**src/rtl/abac_pkg.sv**
```systemverilog
package abac_pkg;

    localparam int SAMPLE_W = 10;
    localparam int AXIS_W   = 2;
    localparam int CFG_W    = 10;
    localparam int CENTI_W  = 19;
    localparam int NUM_W    = 18;
    localparam int DEN_W    = 10;
    localparam int ADDR_W   = 5;
    localparam int APB_W    = 32;
    localparam int NUM_AXES = 3;

    localparam int CENTI_SCALE = 100;
    localparam int CENTI_LIMIT = 204600;

    localparam logic [AXIS_W-1:0] AXIS_X = 2'd0;
    localparam logic [AXIS_W-1:0] AXIS_Y = 2'd1;
    localparam logic [AXIS_W-1:0] AXIS_Z = 2'd2;

    localparam logic [2:0] REG_X_LOW  = 3'd0;
    localparam logic [2:0] REG_X_HIGH = 3'd1;
    localparam logic [2:0] REG_Y_LOW  = 3'd2;
    localparam logic [2:0] REG_Y_HIGH = 3'd3;
    localparam logic [2:0] REG_Z_LOW  = 3'd4;
    localparam logic [2:0] REG_Z_HIGH = 3'd5;

    localparam logic [CFG_W-1:0] X_LOW_RST  = 10'd249;
    localparam logic [CFG_W-1:0] X_HIGH_RST = 10'd727;
    localparam logic [CFG_W-1:0] Y_LOW_RST  = 10'd249;
    localparam logic [CFG_W-1:0] Y_HIGH_RST = 10'd727;
    localparam logic [CFG_W-1:0] Z_LOW_RST  = 10'd307;
    localparam logic [CFG_W-1:0] Z_HIGH_RST = 10'd705;

    typedef logic [NUM_AXES-1:0][CFG_W-1:0] cal_points_t;

    typedef struct packed {
        logic capture;
        logic accum;
        logic avg_start;
        logic avg_load;
        logic cal_start;
        logic out_load;
    } abac_cmd_t;

    typedef struct packed {
        logic axis_bad;
        logic block_full;
        logic den_zero;
        logic div_done;
        logic div_busy;
        logic out_free;
    } abac_stat_t;

endpackage

```
**src/rtl/abac_div.sv**
```systemverilog
module abac_div (
    input  logic                        aclk,
    input  logic                        aresetn,
    input  logic                        start,
    input  logic [abac_pkg::NUM_W-1:0]  dividend,
    input  logic [abac_pkg::DEN_W-1:0]  divisor,
    output logic [abac_pkg::NUM_W-1:0]  quotient,
    output logic                        done,
    output logic                        busy
);
    import abac_pkg::*;

    localparam int CNT_W = $clog2(NUM_W + 1);

    logic [NUM_W-1:0] quo_reg, quo_next;
    logic [DEN_W-1:0] rem_reg, rem_next;
    logic [DEN_W-1:0] dvs_reg, dvs_next;
    logic [CNT_W-1:0] cnt_reg, cnt_next;
    logic             busy_reg, busy_next;
    logic             done_reg, done_next;
    logic [DEN_W:0]   shifted;
    logic [DEN_W+1:0] trial;

    // one quotient bit per cycle, msb first
    always_comb begin
        shifted   = {rem_reg, quo_reg[NUM_W-1]};
        trial     = {1'b0, shifted} - {2'b0, dvs_reg};
        quo_next  = quo_reg;
        rem_next  = rem_reg;
        dvs_next  = dvs_reg;
        cnt_next  = cnt_reg;
        busy_next = busy_reg;
        done_next = 1'b0;
        if (start) begin
            quo_next  = dividend;
            rem_next  = '0;
            dvs_next  = divisor;
            cnt_next  = CNT_W'(NUM_W);
            busy_next = 1'b1;
        end else if (busy_reg) begin
            if (!trial[DEN_W+1]) begin
                rem_next = trial[DEN_W-1:0];
                quo_next = {quo_reg[NUM_W-2:0], 1'b1};
            end else begin
                rem_next = shifted[DEN_W-1:0];
                quo_next = {quo_reg[NUM_W-2:0], 1'b0};
            end
            cnt_next = cnt_reg - 1'b1;
            if (cnt_reg == CNT_W'(1)) begin
                busy_next = 1'b0;
                done_next = 1'b1;
            end
        end
    end

    always_ff @(posedge aclk) begin
        if (!aresetn) begin
            busy_reg <= 1'b0;
            done_reg <= 1'b0;
            cnt_reg  <= '0;
        end else begin
            busy_reg <= busy_next;
            done_reg <= done_next;
            cnt_reg  <= cnt_next;
        end
        quo_reg <= quo_next;
        rem_reg <= rem_next;
        dvs_reg <= dvs_next;
    end

    assign quotient = quo_reg;
    assign done     = done_reg;
    assign busy     = busy_reg;

endmodule

```
**src/rtl/abac_dp.sv**
```systemverilog
module abac_dp #(
    parameter int AVERAGE_LEN = 10,
    parameter int SAMPLE_BITS = 10
) (
    input  logic                                aclk,
    input  logic                                aresetn,
    input  abac_pkg::abac_cmd_t                 cmd,
    output abac_pkg::abac_stat_t                stat,
    input  logic [abac_pkg::AXIS_W-1:0]         in_axis,
    input  logic [abac_pkg::SAMPLE_W-1:0]       in_sample,
    input  abac_pkg::cal_points_t               low_pts,
    input  abac_pkg::cal_points_t               high_pts,
    input  logic                                m_tready,
    output logic                                m_tvalid,
    output logic [abac_pkg::AXIS_W-1:0]         out_axis,
    output logic [abac_pkg::SAMPLE_W-1:0]       out_average,
    output logic signed [abac_pkg::CENTI_W-1:0] out_centi_g,
    output logic                                out_updated,
    output logic                                out_error
);
    import abac_pkg::*;

    localparam int CNT_W  = $clog2(AVERAGE_LEN + 1);
    localparam int SUM_W  = SAMPLE_W + CNT_W;
    localparam int USE_W  = (SAMPLE_BITS < SAMPLE_W) ? SAMPLE_BITS : SAMPLE_W;
    localparam int DIFF_W = CFG_W + 3;
    localparam logic [SAMPLE_W-1:0] SMP_MASK = SAMPLE_W'((1 << USE_W) - 1);

    logic [SUM_W-1:0]    sum_reg   [NUM_AXES];
    logic [CNT_W-1:0]    count_reg [NUM_AXES];
    logic [SAMPLE_W-1:0] held_reg  [NUM_AXES];

    logic [AXIS_W-1:0]   axis_reg;
    logic [SAMPLE_W-1:0] smp_reg;
    logic                upd_reg;
    logic                zero_reg;
    logic                neg_reg;

    logic                   m_valid_reg;
    logic [AXIS_W-1:0]      m_axis_reg;
    logic [SAMPLE_W-1:0]    m_avg_reg;
    logic [CENTI_W-1:0]     m_centi_reg;
    logic                   m_upd_reg;
    logic                   m_err_reg;

    logic [SAMPLE_W-1:0]       cur_avg;
    logic [CFG_W-1:0]          cur_low;
    logic [CFG_W-1:0]          cur_high;
    logic signed [CFG_W:0]     den_s;
    logic signed [DIFF_W-1:0]  diff_s;
    logic signed [CENTI_W-1:0] num_s;
    logic [NUM_W-1:0]          num_mag;
    logic [DEN_W-1:0]          den_mag;
    logic                      den_zero;

    logic              div_start;
    logic [NUM_W-1:0]  div_dividend;
    logic [DEN_W-1:0]  div_divisor;
    logic [NUM_W-1:0]  div_quo;
    logic              div_done;
    logic              div_busy;
    logic [CENTI_W-1:0] q_ext;

    // calibration arithmetic on the selected axis
    always_comb begin
        cur_avg  = held_reg[axis_reg];
        cur_low  = low_pts[axis_reg];
        cur_high = high_pts[axis_reg];
        den_s    = $signed({1'b0, cur_high}) - $signed({1'b0, cur_low});
        diff_s   = $signed({2'b0, cur_avg, 1'b0}) - $signed({3'b0, cur_high})
                   - $signed({3'b0, cur_low});
        num_s    = diff_s * $signed(CENTI_W'(CENTI_SCALE));
        num_mag  = num_s[CENTI_W-1] ? NUM_W'(-num_s) : NUM_W'(num_s);
        den_mag  = den_s[CFG_W] ? DEN_W'(-den_s) : DEN_W'(den_s);
        den_zero = (den_s == '0);
    end

    always_comb begin
        div_start    = cmd.avg_start | (cmd.cal_start & !den_zero);
        div_dividend = cmd.avg_start ? NUM_W'(sum_reg[axis_reg]) : num_mag;
        div_divisor  = cmd.avg_start ? DEN_W'(AVERAGE_LEN) : den_mag;
    end

    abac_div u_div (
        .aclk     (aclk),
        .aresetn  (aresetn),
        .start    (div_start),
        .dividend (div_dividend),
        .divisor  (div_divisor),
        .quotient (div_quo),
        .done     (div_done),
        .busy     (div_busy)
    );

    assign q_ext = {1'b0, div_quo};

    always_ff @(posedge aclk) begin
        if (!aresetn) begin
            for (int i = 0; i < NUM_AXES; i++) begin
                sum_reg[i]   <= '0;
                count_reg[i] <= '0;
                held_reg[i]  <= '0;
            end
            m_valid_reg <= 1'b0;
            upd_reg     <= 1'b0;
        end else begin
            if (cmd.accum) begin
                if (held_reg[axis_reg] == '0) begin
                    held_reg[axis_reg] <= smp_reg;
                end
                sum_reg[axis_reg]   <= sum_reg[axis_reg] + SUM_W'(smp_reg);
                count_reg[axis_reg] <= count_reg[axis_reg] + 1'b1;
            end
            if (cmd.avg_load) begin
                held_reg[axis_reg]  <= div_quo[SAMPLE_W-1:0];
                sum_reg[axis_reg]   <= '0;
                count_reg[axis_reg] <= '0;
            end
            if (cmd.capture) begin
                upd_reg <= 1'b0;
            end else if (cmd.avg_load) begin
                upd_reg <= 1'b1;
            end
            if (cmd.out_load) begin
                m_valid_reg <= 1'b1;
            end else if (m_tready) begin
                m_valid_reg <= 1'b0;
            end
        end
        if (cmd.capture) begin
            axis_reg <= in_axis;
            smp_reg  <= in_sample & SMP_MASK;
        end
        if (cmd.cal_start) begin
            zero_reg <= den_zero;
            neg_reg  <= num_s[CENTI_W-1] ^ den_s[CFG_W];
        end
        if (cmd.out_load) begin
            m_axis_reg  <= axis_reg;
            m_avg_reg   <= cur_avg;
            m_upd_reg   <= upd_reg;
            m_err_reg   <= zero_reg;
            if (zero_reg) begin
                m_centi_reg <= '0;
            end else if (neg_reg) begin
                m_centi_reg <= -q_ext;
            end else begin
                m_centi_reg <= q_ext;
            end
        end
    end

    always_comb begin
        stat.axis_bad   = (axis_reg != AXIS_X) && (axis_reg != AXIS_Y) && (axis_reg != AXIS_Z);
        stat.block_full = (count_reg[axis_reg] >= CNT_W'(AVERAGE_LEN));
        stat.den_zero   = den_zero;
        stat.div_done   = div_done;
        stat.div_busy   = div_busy;
        stat.out_free   = !m_valid_reg || m_tready;
    end

    assign m_tvalid    = m_valid_reg;
    assign out_axis    = m_axis_reg;
    assign out_average = m_avg_reg;
    assign out_centi_g = $signed(m_centi_reg);
    assign out_updated = m_upd_reg;
    assign out_error   = m_err_reg;

endmodule

```
**src/rtl/abac_ctrl.sv**
```systemverilog
module abac_ctrl (
    input  logic                 aclk,
    input  logic                 aresetn,
    input  logic                 s_tvalid,
    output logic                 s_tready,
    input  abac_pkg::abac_stat_t stat,
    output abac_pkg::abac_cmd_t  cmd
);
    import abac_pkg::*;

    typedef enum logic [5:0] {
        ST_IDLE    = 6'b000001,
        ST_UPDATE  = 6'b000010,
        ST_DIV_AVG = 6'b000100,
        ST_CAL     = 6'b001000,
        ST_DIV_CAL = 6'b010000,
        ST_FINISH  = 6'b100000
    } state_t;

    state_t state_reg, state_next;

    always_comb begin
        state_next = state_reg;
        cmd        = '0;
        s_tready   = 1'b0;
        case (state_reg)
            ST_IDLE: begin
                s_tready    = 1'b1;
                cmd.capture = s_tvalid;
                if (s_tvalid) begin
                    state_next = ST_UPDATE;
                end
            end
            ST_UPDATE: begin
                if (stat.axis_bad) begin
                    state_next = ST_IDLE;
                end else if (stat.block_full) begin
                    cmd.avg_start = 1'b1;
                    state_next    = ST_DIV_AVG;
                end else begin
                    cmd.accum  = 1'b1;
                    state_next = ST_CAL;
                end
            end
            ST_DIV_AVG: begin
                if (stat.div_done) begin
                    cmd.avg_load = 1'b1;
                    state_next   = ST_CAL;
                end
            end
            ST_CAL: begin
                cmd.cal_start = 1'b1;
                state_next    = stat.den_zero ? ST_FINISH : ST_DIV_CAL;
            end
            ST_DIV_CAL: begin
                if (stat.div_done) begin
                    state_next = ST_FINISH;
                end
            end
            ST_FINISH: begin
                if (stat.out_free) begin
                    cmd.out_load = 1'b1;
                    state_next   = ST_IDLE;
                end
            end
            default: begin
                state_next = ST_IDLE;
            end
        endcase
    end

    always_ff @(posedge aclk) begin
        if (!aresetn) begin
            state_reg <= ST_IDLE;
        end else begin
            state_reg <= state_next;
        end
    end

endmodule

```
**src/rtl/accel_block_average_calibrate.sv**
```systemverilog
// throughput: one item at a time; s_tready is high only in the idle state, so no new item
// is taken until the previous result is loaded for output. An item that closes a block
// runs the shared 18-step divider twice (block average, then calibration); the calibration
// divide is skipped when the axis high and low points are equal
// reset: aresetn synchronous active low; clears sums, counts and held averages,
// loads default calibration points
module accel_block_average_calibrate #(
    parameter int AVERAGE_LEN = 10,
    parameter int SAMPLE_BITS = 10
) (
    input  logic                          aclk,
    input  logic                          aresetn,
    input  logic                          s_tvalid,
    output logic                          s_tready,
    input  logic [15:0]                   s_tdata,   // sample
    input  logic [abac_pkg::AXIS_W-1:0]   s_tuser,   // axis_sel
    output logic                          m_tvalid,
    input  logic                          m_tready,
    output logic [31:0]                   m_tdata,   // average, centi_g
    output logic [3:0]                    m_tuser,   // axis_out, avg_updated, cal_error
    input  logic                          psel,
    input  logic                          penable,
    input  logic                          pwrite,
    input  logic [abac_pkg::ADDR_W-1:0]   paddr,
    input  logic [abac_pkg::APB_W-1:0]    pwdata,
    output logic [abac_pkg::APB_W-1:0]    prdata,
    output logic                          pready
);
    import abac_pkg::*;

    cal_points_t low_reg;
    cal_points_t high_reg;
    logic [2:0]  reg_idx;
    logic        cfg_wr;

    abac_cmd_t  dp_cmd;
    abac_stat_t dp_stat;

    logic [AXIS_W-1:0]         out_axis;
    logic [SAMPLE_W-1:0]       out_average;
    logic signed [CENTI_W-1:0] out_centi_g;
    logic                      out_updated;
    logic                      out_error;

    assign pready  = 1'b1;
    assign reg_idx = paddr[4:2];
    assign cfg_wr  = psel && penable && pwrite && pready;

    always_ff @(posedge aclk) begin
        if (!aresetn) begin
            low_reg[0]  <= X_LOW_RST;
            high_reg[0] <= X_HIGH_RST;
            low_reg[1]  <= Y_LOW_RST;
            high_reg[1] <= Y_HIGH_RST;
            low_reg[2]  <= Z_LOW_RST;
            high_reg[2] <= Z_HIGH_RST;
        end else if (cfg_wr) begin
            case (reg_idx)
                REG_X_LOW:  low_reg[0]  <= pwdata[CFG_W-1:0];
                REG_X_HIGH: high_reg[0] <= pwdata[CFG_W-1:0];
                REG_Y_LOW:  low_reg[1]  <= pwdata[CFG_W-1:0];
                REG_Y_HIGH: high_reg[1] <= pwdata[CFG_W-1:0];
                REG_Z_LOW:  low_reg[2]  <= pwdata[CFG_W-1:0];
                REG_Z_HIGH: high_reg[2] <= pwdata[CFG_W-1:0];
                default: ;
            endcase
        end
    end

    always_comb begin
        case (reg_idx)
            REG_X_LOW:  prdata = APB_W'(low_reg[0]);
            REG_X_HIGH: prdata = APB_W'(high_reg[0]);
            REG_Y_LOW:  prdata = APB_W'(low_reg[1]);
            REG_Y_HIGH: prdata = APB_W'(high_reg[1]);
            REG_Z_LOW:  prdata = APB_W'(low_reg[2]);
            REG_Z_HIGH: prdata = APB_W'(high_reg[2]);
            default:    prdata = '0;
        endcase
    end

    abac_ctrl u_ctrl (
        .aclk     (aclk),
        .aresetn  (aresetn),
        .s_tvalid (s_tvalid),
        .s_tready (s_tready),
        .stat     (dp_stat),
        .cmd      (dp_cmd)
    );

    abac_dp #(
        .AVERAGE_LEN (AVERAGE_LEN),
        .SAMPLE_BITS (SAMPLE_BITS)
    ) u_dp (
        .aclk        (aclk),
        .aresetn     (aresetn),
        .cmd         (dp_cmd),
        .stat        (dp_stat),
        .in_axis     (s_tuser),
        .in_sample   (s_tdata[SAMPLE_W-1:0]),
        .low_pts     (low_reg),
        .high_pts    (high_reg),
        .m_tready    (m_tready),
        .m_tvalid    (m_tvalid),
        .out_axis    (out_axis),
        .out_average (out_average),
        .out_centi_g (out_centi_g),
        .out_updated (out_updated),
        .out_error   (out_error)
    );

    assign m_tdata = {3'b0, out_centi_g, out_average};
    assign m_tuser = {out_error, out_updated, out_axis};

    a_idle_div_quiet: assert property (@(posedge aclk) disable iff (!aresetn)
        s_tready |-> !dp_stat.div_busy)
        else $error("divider busy while taking a new item");

    a_err_zero: assert property (@(posedge aclk) disable iff (!aresetn)
        m_tvalid && out_error |-> out_centi_g == '0)
        else $error("calibration error with nonzero centi_g");

    a_centi_range: assert property (@(posedge aclk) disable iff (!aresetn)
        m_tvalid |-> (out_centi_g <= $signed(CENTI_W'(CENTI_LIMIT)))
                  && (out_centi_g >= -$signed(CENTI_W'(CENTI_LIMIT))))
        else $error("centi_g outside calibrated range");

    a_load_when_free: assert property (@(posedge aclk) disable iff (!aresetn)
        dp_cmd.out_load |-> !m_tvalid || m_tready)
        else $error("result overwritten before it was taken");

endmodule
```
**config.mk**
```make
export PLATFORM = sky130hd
export DESIGN_NAME = accel_block_average_calibrate
export DESIGN_NICKNAME = d
export VERILOG_FILES = /design/src/rtl/abac_pkg.sv /design/src/rtl/abac_div.sv /design/src/rtl/abac_dp.sv /design/src/rtl/abac_ctrl.sv /design/src/rtl/accel_block_average_calibrate.sv
export SDC_FILE = /design/constraint.sdc
export NUM_CORES = 1
export LEC_CHECK = 0
export ABC_CLOCK_PERIOD_IN_PS = 21800
export BUFFER_PORTS_ARGS = -buffer_cell sky130_fd_sc_hd__buf_2
export CORE_ASPECT_RATIO = 1.4
export CORE_UTILIZATION = 35
export DETAILED_ROUTE_END_ITERATION = 16
export GPL_ROUTABILITY_DRIVEN = 0
export GPL_TIMING_DRIVEN = 0
export SETUP_SLACK_MARGIN = 0.5
export SLEW_MARGIN = 25
export SYNTH_ARGS = -nofsm -noshare
export SYNTH_HDL_FRONTEND = slang
export SYNTH_SLANG_ARGS = --single-unit
export TNS_END_PERCENT = 1
```
**constraint.sdc**
```tcl
create_clock -name aclk -period 21.8 [get_ports aclk]
set_input_delay 2.18 -clock aclk [delete_from_list [all_inputs] [get_ports aclk]]
set_output_delay 2.18 -clock aclk [all_outputs]
set_load 0.005 [all_outputs]
```
==> summary.md, run 1 <==
| Metric | Value |
|---|---|
| # IOs | `roughly 130` |
| Most common cell in the netlist | `nand2_1` |
| Initial detailed-routing violation count | `between 900 and 1,000` |
| DP Area | `17,600 um^2` |
| CP startpoint kind | `flip-flop` |
| Cell count after synthesis | `1,635` |
| Number of CTS-inserted buffers | `28` |
| Final setup vio count | `0` |
| Worst r2r src | `u_dp.axis_reg[0]$_DFFE_PP_` |
| Dpl cells | `approximately 2,400` |
| Clock sink count | `274` |
| Final non-filler cell area | `around 19,000 um^2` |
| Final TNS setup | `0 ns` |
| H-tree depth | `1` |
| Status | `finished clean` |
| Gate power share | `0.673` |
| Yosys reg bits | `~270` |
| RSZ-0062 raised after global routing | `no` |
| Slowest cell delay on critical path | `~0.52 ns` |
| Tmin final | `about 9 ns` |
| Cell count of the worst reg-to-reg path | `34` |
| Worst slew margin | `0.325` |
| Clk buf depth | `3` |
| Initial antenna violation count | `1` |
| Vias in the first global route | `between 10,000 and 15,000` |
| Fmax | `roughly 110 MHz` |
| Max Slew Vio Count | `0` |
| Clock Power Share | `0.154` |
| Number of hold buffers added after CTS | `0` |
| Finished Layout Cells | `between 2,000 and 2,500` |
| Worst Hold Path Cells | `0` |
| Asr flop ratio synth | `0` |
| Area Growth Syn to Fin | `14.0%` |
| Root buf cell | `clkbuf_16` |
| Kind of critical path | `flip-flop to flip-flop` |
| Cell mode on critical path | `ha_1` |
| Antenna viol nets, final | `0` |
| Sequential area share after synthesis | `0.452` |
| Core box area | `~46,000 um^2` |
| DR pass1 iterations | `5` |
| First-pass GRT wire length | `68,900 um` |
| Terminus of the critical flop-to-flop path | `u_dp.u_div.quotient[10]$_DFFE_PP_` |
| Clock Latency Late Sink | `between 0.5 and 0.6 ns` |
| GRT Overall Usage | `0.189` |
| DRC viols | `0` |
| Main area contributors after synthesis | `edfxtp_1 34%, dfxtp_1 11%, ha_1 7.6%` |
| Maximum vdd ir drop | `about 0.22 mV` |
| DR vias | `around 13,000` |
| Initial core utilization | `0.355` |
| Final hold violation count | `0` |
| Worst setup path startpoint | `u_dp.axis_reg[0]$_DFFE_PP_` |
| Worst path slowest cell | `clkbuf_1` |
| Share of the synthesized area in the top cell type | `0.345` |
| Global route overflow | `0` |
| Commonest cells in the netlist | `222 x nand2_1, 199 x nor2_1, 187 x edfxtp_1` |
| Setup Fix Bufs, Post-CTS | `0` |
| Number of synthesized flops with an enable pin | `187` |
| Num rows | `between 90 and 100` |
| Largest net degree at the start of global routing | `21` |
| Fraction of layout cells with a size suffix above 1 | `0.128` |
| Max-cap violations | `0` |
| Mean area per synthesized cell | `9.97 um^2` |
| Dominant cell type by area after synthesis | `edfxtp_1` |
| WHS Endpoint | `u_dp.out_updated$_DFFE_PP_` |
| Clock Skew | `~0.015 ns` |
| PwrDens | `184 nW/um^2` |
| Net switching power figure | `about 0.0016 W` |
| Internal Power | `about 0.0019 W` |
| Wire per inst | `18.7 um` |
| HP Start | `u_dp.upd_reg$_SDFFE_PP0P_` |
| Die Wd | `between 150 and 200 um` |
| Yosys warns | `0` |
| Final period utilization | `0.406` |
| Mapped Area | `roughly 16,000 um^2` |
| Die area | `approximately 47,000 um^2` |
| CTS clock-pin slew for the worst setup and hold paths | `0.06 ns` |
| Seq pwr share | `0.173` |
| Synth cell types | `79` |
| Total Power | `0.00342 W` |
| Drt total wl | `about 45,000 um` |
| Resize count post-CTS | `0` |
| Worst R2R Setup Slack | `between 10 and 15 ns` |
| Post-DR vias/cell | `between 5 and 6` |
| Crit path max fanout | `10` |
| Nets@finish | `between 1,500 and 2,000` |
| CTS tree | `done` |
| Leak | `roughly 7.6 nW` |
| Post-synth top flop | `edfxtp_1` |
| Required time worst endpoint | `between 20 and 25 ns` |
| Ant. Diodes | `0` |
| Worst-margin pin slew | `about 1 ns` |
| Min-delay worst type | `flip-flop to flip-flop` |
| I/O Buffers | `74` |
| Setup crit end kind | `flip-flop` |
| WP data arrival | `9.17 ns` |
| Chip height | `between 200 and 300 um` |
| Hpwl dp | `33,400 um` |
| Max reg flops | `56` |
| Switching portion of total power | `0.457` |
## final cells by class
class                   instances  area, um^2
fillers                      4516       27400
inverters                      80         303
repair buffers                 75         398
clock buffers                  34         733
multi-input cells            1210        8260
flip-flops and latches        274        7360
plain buffers                  95         493
clock inverters                18         265
well taps                     617         772
## through the flow
stage / setup slack (ns) / utilization / hold WS, ns
after floorplan: 14.50 / - / 0.409
after global placement: 13.09 / 0.381 / 0.422
after detailed placement: 12.98 / 0.382 / 0.427
after CTS: 12.95 / 0.404 / 0.448
after global routing: 12.35 / 0.404 / 0.463
final: 12.94 / 0.404 / 0.455
## how the worst max path moves through the flow
stage | endpoint | cells past startpoint
floorplan | u_dp.u_div.quotient[10]$_DFFE_PP_ | 34
global placement | u_dp.u_div.quotient[10]$_DFFE_PP_ | 34
detailed placement | u_dp.u_div.quotient[10]$_DFFE_PP_ | 34
CTS | u_dp.u_div.quotient[10]$_DFFE_PP_ | 34
global route | u_dp.u_div.quotient[11]$_DFFE_PP_ | 34
finish | u_dp.u_div.quotient[10]$_DFFE_PP_ | 34
## logic make-up (layout without fill, tap and decap cells)
logic type / count (synthesis) / count (layout) / synth area share
flip-flops: 274 / 274 / 0.452
AO/OA/AOI/OAI: 264 / 264 / 0.110
multiplexers: 86 / 86 / 0.0758
AND/OR/NAND/NOR: 627 / 627 / 0.173
other: 2 / 26 / 0.000461
buffers and inverters: 175 / 302 / 0.0488
adder cells (fa/ha/maj): 108 / 108 / 0.0871
XOR/XNOR: 99 / 99 / 0.0537
## cell usage in the layout, fill, tap and decap left out, drive strengths merged, types with 8 or more instances in the layout
cell / netlist / layout
mux2: 9 / 9
xnor2: 51 / 51
a21oi: 83 / 83
clkbuf: 50 / 84
ha: 99 / 99
o21a: 15 / 15
fa: 9 / 9
o21ai: 52 / 52
o211ai: 11 / 11
edfxtp: 187 / 187
mux2i: 48 / 48
nand2: 222 / 222
nor3: 33 / 33
clkinv: 0 / 8
conb: 2 / 26
a21o: 20 / 20
or2: 9 / 9
nor2: 200 / 200
a211oi: 17 / 17
and2: 9 / 9
buf: 45 / 120
nand2b: 14 / 14
o31ai: 9 / 9
mux4: 29 / 29
xor2: 48 / 48
nor2b: 27 / 27
or3: 20 / 20
inv: 80 / 82
nand3: 59 / 59
dfxtp: 87 / 87
## power groups by stage
stage | combinational (W) | sequential (W) | clock [W]
floorplan | 0.00184 | 0.000598 | 0
global placement | 0.00228 | 0.000601 | 0
detailed placement | 0.00230 | 0.000602 | 0
CTS | 0.00232 | 0.000591 | 0.000537
global route | 0.00256 | 0.000593 | 0.000554
finish | 0.00230 | 0.000591 | 0.000528
## critical path: cells and delay by family (launching register included)
kind	cells	cell delay, ns
adders and majority gates	6	1.88
AOI/OAI and AO/OA	11	2.20
buffers and inverters	5	1.58
xor gates and xnor gates	4	0.81
DFF	1	0.35
and+or+nand+nor	8	1.77
## metal layers
| metal | vias up | global-route usage | share of wire |
|---|---|---|---|
| met5 | - | 0 | 0.00029 |
| met4 | 2 | 0.0884 | 0.045 |
| met3 | 96 | 0.0163 | 0.042 |
| met2 | 372 | 0.348 | 0.52 |
| met1 | 6117 | 0.217 | 0.39 |
| li1 | 6013 | - | - |
Power figures use the tool's default switching activity.
==> run 2, diff against run 1 <==
Settings changed: ABC_CLOCK_PERIOD_IN_PS 21800 to 8000.
Clock period 21.8 ns to 8 ns, I/O delays scaled along.
==> summary.md, run 2 (synthesized netlist as in run 1, its figures left out) <==
| Metric | Value |
|---|---|
| Status | `finished clean` |
| Final period utilization | `0.908` |
| Slowest cell delay on critical path | `0.40 ns` |
| Number of hold buffers added after CTS | `0` |
| Cell mode on critical path | `ha_1` |
| Area of the multi-input gates | `around 8400 um^2` |
| Dpl cells | `2,351` |
| HP Start | `s_tdata[0]` |
| I/O Buffers | `between 70 and 80` |
| Antenna viol nets, final | `0` |
| Chip height | `between 200 and 300 um` |
| Cell count of the worst reg-to-reg path | `33` |
| Final setup vio count | `0` |
| RSZ-0062 raised after global routing | `yes` |
| Clock Skew | `approximately 0.021 ns` |
| Number of CTS-inserted buffers | `28` |
| Ant. Diodes | `0` |
| Vias in the first global route | `roughly 12,000` |
| Global route overflow | `0` |
| WP data arrival | `7.59 ns` |
| Worst setup path startpoint | `u_dp.axis_reg[0]$_DFFE_PP_` |
| GRT Overall Usage | `0.189` |
| Min-delay worst type | `primary input to flip-flop` |
| Initial detailed-routing violation count | `around 940` |
| Initial core utilization | `0.355` |
| Commonest non-fill, non-tap cells in the layout | `221 x nand2_1, 196 x nor2_1, 187 x edfxtp_1` |
| H-tree depth | `1` |
| Max-cap violations | `0` |
| Max Slew Vio Count | `0` |
| Drt total wl | `around 45,000 um` |
| Required time worst endpoint | `8.32 ns` |
| Initial antenna violation count | `1` |
| Root buf cell | `clkbuf_16` |
| Clock Latency Late Sink | `0.57 ns` |
| Post-DR vias/cell | `between 5 and 6` |
| CP startpoint kind | `flip-flop` |
| Fraction of layout cells with a size suffix above 1 | `0.151` |
| Worst path slowest cell | `edfxtp_1` |
| Final non-filler cell area | `roughly 19,000 um^2` |
| DP Area | `17,600 um^2` |
| Kind of critical path | `flip-flop to flip-flop` |
| CTS tree | `done` |
| Worst-margin pin slew | `0.996 ns` |
| WHS Endpoint | `u_dp.smp_reg[0]$_DFFE_PP_` |
| Die Wd | `~180 um` |
| Worst r2r src | `u_dp.axis_reg[0]$_DFFE_PP_` |
| Post-layout util | `0.411` |
| Worst R2R Setup Slack | `~0.73 ns` |
| M2 GR Usage | `0.349` |
| Fmax | `around 140 MHz` |
| # IOs | `~130` |
| GRT Max-Usage Layer | `met2` |
| Terminus of the critical flop-to-flop path | `u_dp.u_div.quotient[3]$_DFFE_PP_` |
| Area Growth Syn to Fin | `15.8%` |
| CTS clock-pin slew for the worst setup and hold paths | `roughly 0.070 ns` |
| Worst Hold Path Cells | `1` |
| First-pass GRT wire length | `roughly 69,000 um` |
| Num rows | `93` |
| Tmin final | `about 7.3 ns` |
| DRC viols | `0` |
| Worst slew margin | `0.334` |
| Crit path max fanout | `10` |
| Wire per inst | `approximately 19 um` |
| Hpwl dp | `about 33,000 um` |
| Clock sink count | `274` |
| Routing usage on met1 | `0.218` |
| Setup crit end kind | `flip-flop` |
| Met3 usage in global routing | `0.0160` |
| Final hold violation count | `0` |
| Die area | `47,400 um^2` |
| Max reg flops | `56` |
| Seq. cell area | `between 7000 and 8000 um^2` |
| Finished Layout Cells | `approximately 2,400` |
| Clk buf depth | `3` |
| Most common cell after layout, fill and taps aside | `nand2_1` |
| Core box area | `approximately 46,000 um^2` |
| DR pass1 iterations | `6` |
| Filler instances | `between 4,000 and 5,000` |
| Nets@finish | `1,947` |
| Largest net degree at the start of global routing | `21` |
| DR vias | `about 13,000` |
run 2: cell count changes in the layout (fill, tap and decap cells not counted), sizes merged:
cell,before,now
buf,120,137
clkbuf,84,79
clkdlybuf4s15,0,1
run 2: critical path, delay by kind of cell, from the launching register on:
kind	cells	cell delay, ns
AO/OA/AOI/OAI	11	1.91
AND/OR/NAND/NOR	8	1.42
buffers and inverters	5	0.73
adder cells (fa/ha/maj)	6	2.06
XOR/XNOR	3	0.47
flip-flops	1	0.40
run 2: final cells by class:
type | instances | share of cell area
timing repair buffer | 88 | 0.0262
multi-input combinational | 1210 | 0.444
buffer | 95 | 0.0302
inverter | 80 | 0.0160
sequential | 274 | 0.390
clock buffer | 34 | 0.0388
tap | 617 | 0.0409
clock inverter | 18 | 0.0141
run 2: worst max path at each step:
stage,to,slack [ns],depth (start not counted)
floorplan,u_dp.u_div.quotient[10]$_DFFE_PP_,0.70,34
global placement,u_dp.u_div.quotient[10]$_DFFE_PP_,-0.71,34
detailed placement,u_dp.u_div.quotient[10]$_DFFE_PP_,-0.82,34
CTS,u_dp.u_div.quotient[16]$_DFFE_PP_,0.53,34
global route,u_dp.u_div.quotient[3]$_DFFE_PP_,0.46,35
finish,u_dp.u_div.quotient[3]$_DFFE_PP_,0.73,33
run 2: what timing repair did:
action | in CTS | in global routing
hold endpoints to repair | 0 | 0
endpoints found under the setup margin | 16 | 16
pin swaps | 3 | 12
buffers inserted | 4 | 9
resized for setup | 29 | 35
run 2: layer usage:
layer  up-vias  routed length (um)  share of wire
li1       6038                   -              -
met1      6210               17300           0.38
met2       374               23700           0.53
met3        97                2120          0.047
met4         2                2020          0.045
met5         -                  13        0.00029
run 2: stage by stage:
stage / setup slack [ns] / setup TNS, ns / hold WS, ns
after floorplan: 0.705 / 0 / 0.409
after global placement: -0.707 / -8.77 / 0.422
after detailed placement: -0.822 / -10.59 / 0.427
after CTS: 0.532 / 0 / 0.371
after global routing: 0.461 / 0 / 0.384
final: 0.735 / 0 / 0.398
Power of run 2 is not shown: default switching activity piles up to over one toggle a cycle in this logic, so the estimate is an artifact.
==> run 3, diff against run 2 <==
Settings changed: ABC_AREA set to 1.
==> summary.md, run 3 <==
| Metric | Value |
|---|---|
| Slowest cell delay on critical path | `roughly 0.65 ns` |
| Worst-margin pin slew | `between 1 and 1.5 ns` |
| Clock sink count | `approximately 270` |
| DR vias | `about 15,000` |
| Number of synthesized flops with an enable pin | `~190` |
| Clk buf depth | `3` |
| Tmin final | `between 7 and 8 ns` |
| Hold slack | `around 0.38 ns` |
| Clock Skew | `approximately 0.029 ns` |
| Mean area per synthesized cell | `between 8 and 9 um^2` |
| Post-synth top flop | `edfxtp_1` |
| Fraction of layout cells with a size suffix above 1 | `0.129` |
| Commonest cells in the netlist | `427 x nand2_1, 271 x nor2_1, 263 x inv_1` |
| Most common cell after layout, fill and taps aside | `nand2_1` |
| WP data arrival | `between 7 and 8 ns` |
| First-pass GRT wire length | `about 77,000 um` |
| Share of the synthesized area in the top cell type | `0.330` |
| Yosys warns | `0` |
| Dominant cell type by area after synthesis | `edfxtp_1` |
| Ant. Diodes | `0` |
| Initial detailed-routing violation count | `roughly 1,100` |
| Final hold violation count | `0` |
| Wire per inst | `around 17 um` |
| Clock Latency Late Sink | `around 0.6 ns` |
| Number of CTS-inserted buffers | `29` |
| Yosys reg bits | `roughly 270` |
| Initial antenna violation count | `1` |
| Sequential area share after synthesis | `0.433` |
| Worst setup path startpoint | `u_dp.axis_reg[0]$_DFFE_PP_` |
| Main area contributors after synthesis | `edfxtp_1 33%, dfxtp_1 10%, nand2_1 9.4%` |
| H-tree depth | `1` |
| Number of hold buffers added after CTS | `0` |
| Chip height | `approximately 260 um` |
| Root buf cell | `clkbuf_16` |
| Hpwl dp | `approximately 38,000 um` |
| CP startpoint kind | `flip-flop` |
| Most common cell in the netlist | `nand2_1` |
| CTS tree | `done` |
| Area Growth Syn to Fin | `14.8%` |
| Core box area | `between 40,000 and 50,000 um^2` |
| Commonest non-fill, non-tap cells in the layout | `425 x nand2_1, 268 x nor2_1, 263 x inv_1` |
| Num rows | `95` |
| DRC viols | `0` |
| Mapped Area | `around 17,000 um^2` |
| Drt total wl | `between 50,000 and 60,000 um` |
| HP Start | `s_tdata[9]` |
| GRT Overall Usage | `0.199` |
| Worst R2R Setup Slack | `roughly 0.87 ns` |
| Status | `finished clean` |
| RSZ-0062 raised after global routing | `no` |
| Setup crit end kind | `flip-flop` |
| Max-cap violations | `0` |
| Min-delay worst type | `primary input to flip-flop` |
| Cell mode on critical path | `ha_1` |
| Worst r2r src | `u_dp.axis_reg[0]$_DFFE_PP_` |
| Worst path slowest cell | `a221oi_1` |
| Cell count after synthesis | `2,092` |
| CTS clock-pin slew for the worst setup and hold paths | `roughly 0.070 ns` |
| Nets@finish | `about 2,400` |
| Global route overflow | `0` |
| Vias in the first global route | `14,200` |
| DR pass1 iterations | `5` |
| Die Wd | `approximately 190 um` |
| Crit path max fanout | `10` |
| Synth cell types | `58` |
| Antenna viol nets, final | `0` |
| Worst slew margin | `0.313` |
| Largest net degree at the start of global routing | `26` |
| Asr flop ratio synth | `0` |
| Required time worst endpoint | `between 8 and 9 ns` |
| Die area | `between 40,000 and 50,000 um^2` |
| Post-DR vias/cell | `a little over 5` |
| Max reg flops | `56` |
| Kind of critical path | `flip-flop to flip-flop` |
| Final period utilization | `0.892` |
| # IOs | `about 130` |
| Final setup vio count | `0` |
| Fmax | `140 MHz` |
| Initial core utilization | `0.354` |
| I/O Buffers | `76` |
| Max Slew Vio Count | `0` |
-- run 3: logic make-up (layout without fill, tap and decap cells) --
| logic type | Yosys count | after routing | share of synthesized area |
|---|---|---|---|
| buffers and inverters | 365 | 505 | 0.0943 |
| other | 2 | 26 | 0.000442 |
| and+or+nand+nor | 938 | 938 | 0.235 |
| AOI/OAI and AO/OA | 358 | 358 | 0.129 |
| muxes | 1 | 1 | 0.00132 |
| DFF | 274 | 274 | 0.433 |
| xor gates and xnor gates | 46 | 46 | 0.0237 |
| adders and majority gates | 108 | 108 | 0.0835 |
-- run 3: final cells by class --
class / instances / area [um^2]
clock inverter: 20 / 258
multi-input combinational: 1477 / 8250
tap: 630 / 788
inverter: 276 / 1040
timing repair buffer: 86 / 468
clock buffer: 34 / 791
fill: 4898 / 28500
buffer: 89 / 576
sequential: 274 / 7360
-- run 3: critical path: cells and delay by family (launching register included) --
family          cells  cell delay (ns)
fa+ha+maj           6             1.99
flops               1             0.44
xor+xnor            1             0.15
compound gates      7             1.72
buf+inv             3             0.75
simple gates       14             1.84
-- run 3: final timing paths --
| kind | endpoint | cells after the start |
|---|---|---|
| min reg2reg | u_dp.out_updated$_DFFE_PP_ | 0 |
| min | u_dp.smp_reg[9]$_DFFE_PP_ | 1 |
| max | u_dp.u_div.quotient[14]$_DFFE_PP_ | 31 |
| max reg2reg | u_dp.u_div.quotient[14]$_DFFE_PP_ | 31 |
-- run 3: timing repair --
action | 4_1_cts | 5_1_grt
buffers inserted | 0 | 9
setup endpoints to repair | 16 | 16
resized for setup | 11 | 15
pin swaps | 0 | 4
endpoints found under the hold margin | 0 | 0
-- run 3: metrics by stage --
stage / setup WS (ns) / TNS, ns / util / area, um^2 / cells
finish: 0.867 / 0 / 0.407 / 19500 / 2886
global route: 0.483 / 0 / 0.407 / 19500 / 2886
CTS: 0.517 / 0 / 0.404 / 19400 / 2877
detailed placement: -0.603 / -5.89 / 0.381 / 18300 / 2823
global placement: -0.525 / -4.50 / 0.380 / 18300 / 2822
floorplan: 1.41 / 0 / - / 17100 / 2116
-- run 3: metal layers --
metal,share of wire,GRT usage,vias up
met5,0.00022,0,-
met2,0.50,0.358,462
li1,-,-,7220
met3,0.048,0.0228,129
met1,0.39,0.229,6942
met4,0.053,0.108,2
Power of run 3 is left out for the same reason.
